**src/rtl/gcph_pkg.sv**
```systemverilog
// ----------------------------------------------------------------------------
// gcph_pkg
// shared types and constants of the gathered cost polynomial hash
// ----------------------------------------------------------------------------
package gcph_pkg;

   localparam int unsigned TABLE_DEPTH_DEF = 4096;

   // field widths of the request and response words
   localparam int unsigned IDX_W   = 12;
   localparam int unsigned REC_W   = 32;
   localparam int unsigned COST_W  = 35;
   localparam int unsigned HASH_W  = 64;
   localparam int unsigned HALF_W  = 32;
   localparam int unsigned MULT_W  = 31;
   localparam int unsigned PLO_W   = HALF_W + MULT_W;
   localparam int unsigned REQ_D_W = 144;

   localparam logic [MULT_W-1:0] HASH_MULT = 31'd1315423911;

   // operation codes carried in tuser
   typedef enum logic {
      FUNC_LOAD   = 1'b0,
      FUNC_ACCESS = 1'b1
   } func_type;

   typedef enum logic [1:0] {
      ST_IDLE,
      ST_MUL,
      ST_SUM
   } state_type;

   // controls from the sequencer to the hash datapath
   typedef struct packed {
      logic mul_en;
      logic sum_en;
      logic restart;
   } hash_ctl_type;

endpackage

```
**src/rtl/gcph_hash_unit.sv**
```systemverilog
// ----------------------------------------------------------------------------
// gcph_hash_unit
// running hash, multiply split in two 32-bit halves then summed
// ----------------------------------------------------------------------------
module gcph_hash_unit
   import gcph_pkg::*;
(
   input  logic              clock,
   input  logic              reset,
   input  hash_ctl_type      ctl,
   input  logic [COST_W-1:0] cost,
   output logic [HASH_W-1:0] hash
);

   logic [HASH_W-1:0] hash_ff, hash_in;
   logic [PLO_W-1:0]  prod_lo_ff;
   logic [HALF_W-1:0] prod_hi_ff;
   logic [COST_W-1:0] cost_ff;
   logic [HASH_W-1:0] src;
   logic [PLO_W-1:0]  mul_lo;
   logic [HALF_W-1:0] mul_hi;

   assign src    = ctl.restart ? '0 : hash_ff;
   assign mul_lo = PLO_W'(src[HALF_W-1:0]) * PLO_W'(HASH_MULT);
   // only the low half of the upper product survives modulo 2^64
   assign mul_hi = src[HASH_W-1:HALF_W] * HALF_W'(HASH_MULT);

   always_ff @(posedge clock) begin
      if (ctl.mul_en) begin
         prod_lo_ff <= mul_lo;
         prod_hi_ff <= mul_hi;
         cost_ff    <= cost;
      end
   end

   // high partial product only counts in the upper half
   assign hash_in = HASH_W'(prod_lo_ff)
                  + {prod_hi_ff, {HALF_W{1'b0}}}
                  + HASH_W'(cost_ff);

   always_ff @(posedge clock) begin
      if (reset) begin
         hash_ff <= '0;
      end else if (ctl.sum_en) begin
         hash_ff <= hash_in;
      end
   end

   assign hash = hash_ff;

endmodule

```
**config.mk**
```make
export PLATFORM = sky130hd
export DESIGN_NAME = gcph_hash_unit
export DESIGN_NICKNAME = d
export VERILOG_FILES = /design/src/rtl/gcph_pkg.sv /design/src/rtl/gcph_hash_unit.sv
export SDC_FILE = /design/constraint.sdc
export NUM_CORES = 2
export LEC_CHECK = 0
export BUFFER_PORTS_ARGS = -buffer_cell sky130_fd_sc_hd__buf_4
export CAP_MARGIN = 20
export CORE_MARGIN = 2
export CORE_UTILIZATION = 60
export CTS_CLUSTER_DIAMETER = 150
export DETAILED_ROUTE_END_ITERATION = 7
export PLACE_DENSITY = 0.89
export REMOVE_ABC_BUFFERS = 1
export SKIP_CTS_REPAIR_TIMING = 1
export SYNTH_ARGS = -nofsm -noshare
export SYNTH_HDL_FRONTEND = slang
export SYNTH_SLANG_ARGS = --single-unit
```
**constraint.sdc**
```tcl
create_clock -name clock -period 10 [get_ports clock]
set_input_delay 1.5 -clock clock [delete_from_list [all_inputs] [get_ports clock]]
set_output_delay 1.5 -clock clock [all_outputs]
set_load 0.1 [all_outputs]
```
Word level (Yosys, flattened, before mapping) --
Index checks and enable logic that the tools add are counted.
Storage, ports and cells: memory bits (writable) 0, latch bits 0, logic and storage cells 9, memory bits (read-only) 0, input port bits 40, output and inout bits 64, register bits 194, memories kept 0
Cells by class: muxes and demuxes 1, order comparisons 0, shifts and indexed selects 0, reductions and logical operators 0, multiply operators 2, div/mod/pow operators 0, equality and inequality tests 0, $add $sub $neg 2, bitwise logic cells 0
Operators with widths (count):
- 63-bit by 64-bit adder with 64-bit output | 1
- 64-bit by 35-bit adder with 64-bit output | 1
- 64-bit 2-to-1 mux | 1
- 32-bit by 31-bit multiplier with 63-bit output, second input constant | 1
- 32-bit by 31-bit multiplier with 32-bit output, second input constant | 1

Logic depth before layout (Yosys ltp) --
word-level depth 2, mapped depth 30, gate-level depth less buffers 27

Least setup slack after synthesis --
OpenSTA, ideal clock, no wires.
kind in2reg, start in ctl[0] in the netlist's numbering, end reg prod_lo_ff[59] (data pin), arrival time 9.016 ns, setup slack 0.724 ns, data required time 9.741 ns, stages 29, path buffers 4, setup time 0.259 ns, cells stage by stage clkbuf_1 -> clkbuf_1 -> clkbuf_1 -> nand2b_1 -> inv_1 -> fa_1 -> fa_1 -> inv_1 -> fa_1 -> fa_1 -> inv_1 -> fa_1 -> fa_1 -> fa_1 -> inv_1 -> fa_1 -> inv_1 -> ha_1 -> clkbuf_2 -> and3_1 -> and4_4 -> o2111ai_1 -> o211ai_1 -> a31oi_4 -> o311ai_4 -> o311a_1 -> or4_1 -> a31oi_1 -> xnor2_1
On the way: longest elaborated chain between the ends 2
RTL lines:
- start, declared | RTL line gcph_hash_unit.sv:10 | input hash_ctl_type ctl,
- 64-bit 2-to-1 mux | RTL line gcph_hash_unit.sv:23 | assign src = ctl.restart ? '0 : hash_ff;
- 32-bit by 31-bit multiplier with 63-bit output | RTL line gcph_hash_unit.sv:24 | assign mul_lo = PLO_W'(src[HALF_W-1:0]) * PLO_W'(HASH_MULT);
- net mul_lo[59] | RTL line gcph_hash_unit.sv:20 | logic [PLO_W-1:0] mul_lo;
- end signal, assigned | RTL line gcph_hash_unit.sv:30 | prod_lo_ff <= mul_lo;
- end, declared | RTL line gcph_hash_unit.sv:16 | logic [PLO_W-1:0] prod_lo_ff;
The timed path passes the listed nets, and every way through them passes these cells. A chain may end at the register's enable or synchronous reset.

Final worst setup path --
Same ends and word-level chain as after synthesis.

==> report_table.html <==
<table>
<tr><th>Metric</th><th>Value</th></tr>
<tr><th colspan="2">Global route</th></tr>
<tr><td>Vias in the first global route</td><td>29,724</td></tr>
<tr><td>Initial antenna violation count</td><td>3</td></tr>
<tr><td>Remaining Overflow, GRT</td><td>0</td></tr>
<tr><td>Largest net degree at the start of global routing</td><td>75</td></tr>
<tr><td>Global-route wire length before repair</td><td>165.5 mm</td></tr>
<tr><td>Total GRT Usage</td><td>32.62%</td></tr>
<tr><th colspan="2">Timing</th></tr>
<tr><td>RSZ-0062 raised after global routing</td><td>false</td></tr>
<tr><td>Fmax</td><td>110.6 MHz</td></tr>
<tr><td>Actual slew at the worst max-slew pin</td><td>1023 ps</td></tr>
<tr><td>Period utilisation layout</td><td>90.42%</td></tr>
<tr><td>Worst max-slew margin expressed relative to the limit</td><td>31.64%</td></tr>
<tr><td>Final TNS setup</td><td>0 ps</td></tr>
<tr><td>Number of pins with negative max-slew slack in the final report</td><td>0</td></tr>
<tr><td>Post-layout worst setup margin</td><td>958.3 ps</td></tr>
<tr><td>Period minus WS final</td><td>9042 ps</td></tr>
<tr><td>Endpoints failing setup</td><td>0</td></tr>
<tr><td>Final Hold Viols</td><td>0</td></tr>
<tr><td>Setup skew after layout</td><td>18.02 ps</td></tr>
<tr><th colspan="2">Finish</th></tr>
<tr><td>Fraction of final layout cells sized beyond drive strength 1</td><td>5.442%</td></tr>
<tr><td>Nets</td><td>5,327</td></tr>
<tr><td>Utilization of the core after routing</td><td>64.31%</td></tr>
<tr><td>Area growth from synthesis to final layout</td><td>6.372%</td></tr>
<tr><th colspan="2">Route</th></tr>
<tr><td>Total via count in the routed design</td><td>28,060</td></tr>
<tr><td>Residual antenna-violating net count after detailed routing</td><td>0</td></tr>
<tr><td>Total DRC errors in the routed layout</td><td>0</td></tr>
<tr><td>Drt first pass iters</td><td>6</td></tr>
<tr><td>Total Wirelength</td><td>105.5 mm</td></tr>
<tr><td>Number of design-rule violations left by the first detailed-router iteration</td><td>2,689</td></tr>
<tr><td>Detail-routed via count per cell</td><td>5.814</td></tr>
<tr><td>DR WL/cell</td><td>21.87 um</td></tr>
<tr><th colspan="2">Placed design</th></tr>
<tr><td>Last weighted congestion value of the routability-driven placer</td><td>1.070</td></tr>
<tr><td>HPWL after detailed placement</td><td>90.26 mm</td></tr>
<tr><td>Port Buf Inserts</td><td>103</td></tr>
<tr><td>Worst-case setup slack after placement</td><td>568.5 ps</td></tr>
<tr><th colspan="2">Synthesis</th></tr>
<tr><td>Synthesized area divided by synthesized cell count</td><td>10.01 um^2</td></tr>
<tr><td>Post-synthesis sequential area ratio</td><td>13.38%</td></tr>
<tr><td>Number of distinct standard cells referenced by the synthesized netlist</td><td>95</td></tr>
<tr><td>Post-synthesis sequential element count</td><td>194</td></tr>
<tr><td>Area contributors post-synth</td><td>fa_1 (32%), ha_1 (23%), edfxtp_1 (10%)</td></tr>
<tr><td>Warnings from Yosys</td><td>0</td></tr>
<tr><td>Most area-hungry cell type in the Yosys netlist</td><td>fa_1</td></tr>
<tr><td>Number of synthesized flops with an enable pin</td><td>130</td></tr>
<tr><td>Area of the mapped netlist</td><td>38,760 um^2</td></tr>
<tr><td>Most frequent cell after synthesis</td><td>inv_1</td></tr>
<tr><td>Area share of the largest cell type after synthesis</td><td>32.38%</td></tr>
<tr><td>Post-synth top flop</td><td>edfxtp_1</td></tr>
<tr><td>Most used standard cells in the synthesized netlist</td><td>inv_1 (1,006), ha_1 (704), fa_1 (627), a21oi_1 (156), nor2_1 (150)</td></tr>
<tr><td>Post-synthesis cell count</td><td>3,871</td></tr>
<tr><td>Async set or reset register ratio after synthesis</td><td>0%</td></tr>
<tr><th colspan="2">Clock network</th></tr>
<tr><td>Number of sinks handled by clock tree synthesis</td><td>194</td></tr>
<tr><td>Number of buffers inserted during clock tree synthesis</td><td>17</td></tr>
<tr><td>Clock tree from TritonCTS</td><td>done</td></tr>
<tr><td>Clock slew seen by the registers of the worst setup and hold paths</td><td>80 ps</td></tr>
<tr><td>Cell at the root of the clock tree</td><td>clkbuf_16</td></tr>
<tr><td>Htree depth</td><td>4</td></tr>
<tr><td>Maximum root-to-sink buffer count</td><td>2</td></tr>
<tr><td>Later-pin clock latency in the skew report</td><td>470 ps</td></tr>
<tr><th colspan="2">Floorplan</th></tr>
<tr><td>Site Rows</td><td>93</td></tr>
<tr><td>I/O pin count</td><td>104</td></tr>
<tr><td>Area of the core</td><td>64,120 um^2</td></tr>
<tr><td>Chip Height</td><td>258.2 um</td></tr>
<tr><td>Starting density of the core</td><td>60.46%</td></tr>
<tr><td>Overall die width</td><td>258.2 um</td></tr>
<tr><td>Die Outline Area</td><td>66,650 um^2</td></tr>
<tr><th colspan="2">Critical path</th></tr>
<tr><td>Max Fanout on Critical Path</td><td>42</td></tr>
<tr><td>Critical Path Slowest Stage Cell</td><td>fa_1</td></tr>
<tr><td>Worst Setup Path Type</td><td>in -&gt; reg</td></tr>
<tr><td>Crit. End Element</td><td>register</td></tr>
<tr><td>Worst path most repeated cell</td><td>fa_1</td></tr>
<tr><td>Element type at the critical path start</td><td>primary input</td></tr>
<tr><td>Max stage delay on crit path</td><td>580 ps</td></tr>
<tr><td>Data arrival, critical path</td><td>9250 ps</td></tr>
<tr><td>WP data required</td><td>10,210 ps</td></tr>
<tr><th colspan="2">Flow run</th></tr>
<tr><td>Max-cap violations</td><td>0</td></tr>
<tr><th colspan="2">Run status</th></tr>
<tr><td>Outcome</td><td>complete, no violations</td></tr>
<tr><th colspan="2">Hold path</th></tr>
<tr><td>Kind of path behind the tightest hold check</td><td>reg -&gt; reg</td></tr>
</table>
[cells in the final DEF, fill, tap and decap left out, types with 8 or more instances in the layout]
cell | Yosys | routed
and2_1 | 26 | 26
nor3_1 | 20 | 20
nand4_1 | 24 | 24
a21o_1 | 67 | 67
nor4_1 | 8 | 8
dfxtp_1 | 64 | 64
xnor2_1 | 142 | 142
nor2b_1 | 59 | 59
nand3_1 | 30 | 30
ha_1 | 704 | 704
fa_1 | 627 | 627
xor2_1 | 56 | 56
or3_1 | 8 | 8
o21ai_1 | 11 | 11
o211ai_1 | 16 | 16
o21a_1 | 14 | 14
nor2_1 | 150 | 150
inv_1 | 1006 | 1006
buf_4 | 1 | 139
and3_1 | 12 | 12
clkbuf_16 | 0 | 17
a211oi_1 | 22 | 22
nand2_1 | 106 | 106
o21bai_1 | 25 | 25
a21oi_1 | 156 | 156
o21ai_0 | 86 | 86
nand2b_1 | 51 | 51
a31oi_1 | 14 | 14
edfxtp_1 | 130 | 130
a211o_1 | 11 | 11
mux2i_1 | 41 | 41
o22ai_1 | 8 | 8
[metrics by stage]
stage               cell area, um^2  instances  hold WS, ps
detailed placement            40580       4792        487.1
global route                  41230       4824        516.6
CTS                           41230       4824        502.8
global placement              40580       4792        485.5
finish                        41230       4826        510.9
floorplan                     38460       3797        567.4
[cells by family after synthesis]
group           share of synthesized area, %
fa+ha+maj                              55.11
buf+inv                                10.53
simple gates                           6.792
compound gates                         8.661
xor+xnor                               4.474
flops                                  13.38
mux                                    1.059
[flip-flops by register name, summed over array words and instances (netlist names)]
| name | flops |
|---|---|
| cost_ff | 35 |
| hash | 64 |
| prod_hi_ff | 32 |
| prod_lo_ff | 63 |
[worst max-delay path, delay by kind of cell]
family,cells,cell delay (ps)
xor gates and xnor gates,1,80
buffers and inverters,6,890
AOI/OAI and AO/OA,6,1240
adders and majority gates,9,4470
and+or+nand+nor,4,1050
[path summary, 6_finish.rpt]
path / startpoint / endpoint / slack [ps] / cells past startpoint
setup / recovery: ctl[0] / prod_lo_ff[59] / 960 / 26
hold / removal: hash[57] / hash[57] / 510 / 2
setup reg to reg: hash[9] / prod_lo_ff[60] / 1750 / 22
hold reg to reg: hash[57] / hash[57] / 510 / 2
[per-layer routing]
metal  GRT usage, %  vias up  wire (um)
met3          7.901      253      10850
met1          43.48    13944      42850
li1               -    12530          -
met4          12.36        0       4515
met5              0        -          0
met2          51.80     1333      47310
[layout make-up]
class | count | area, um^2
timing repair buffer | 140 | 1055
fill | 4816 | 22880
clock inverter | 15 | 220.2
clock buffer | 17 | 425.4
tap | 855 | 1070
multi-input combinational | 2597 | 29490
antenna | 2 | 5.005
sequential | 194 | 5185
inverter | 1006 | 3776
Power is not shown: default switching activity piles up to over one toggle a cycle in this logic, so the estimate is an artifact.
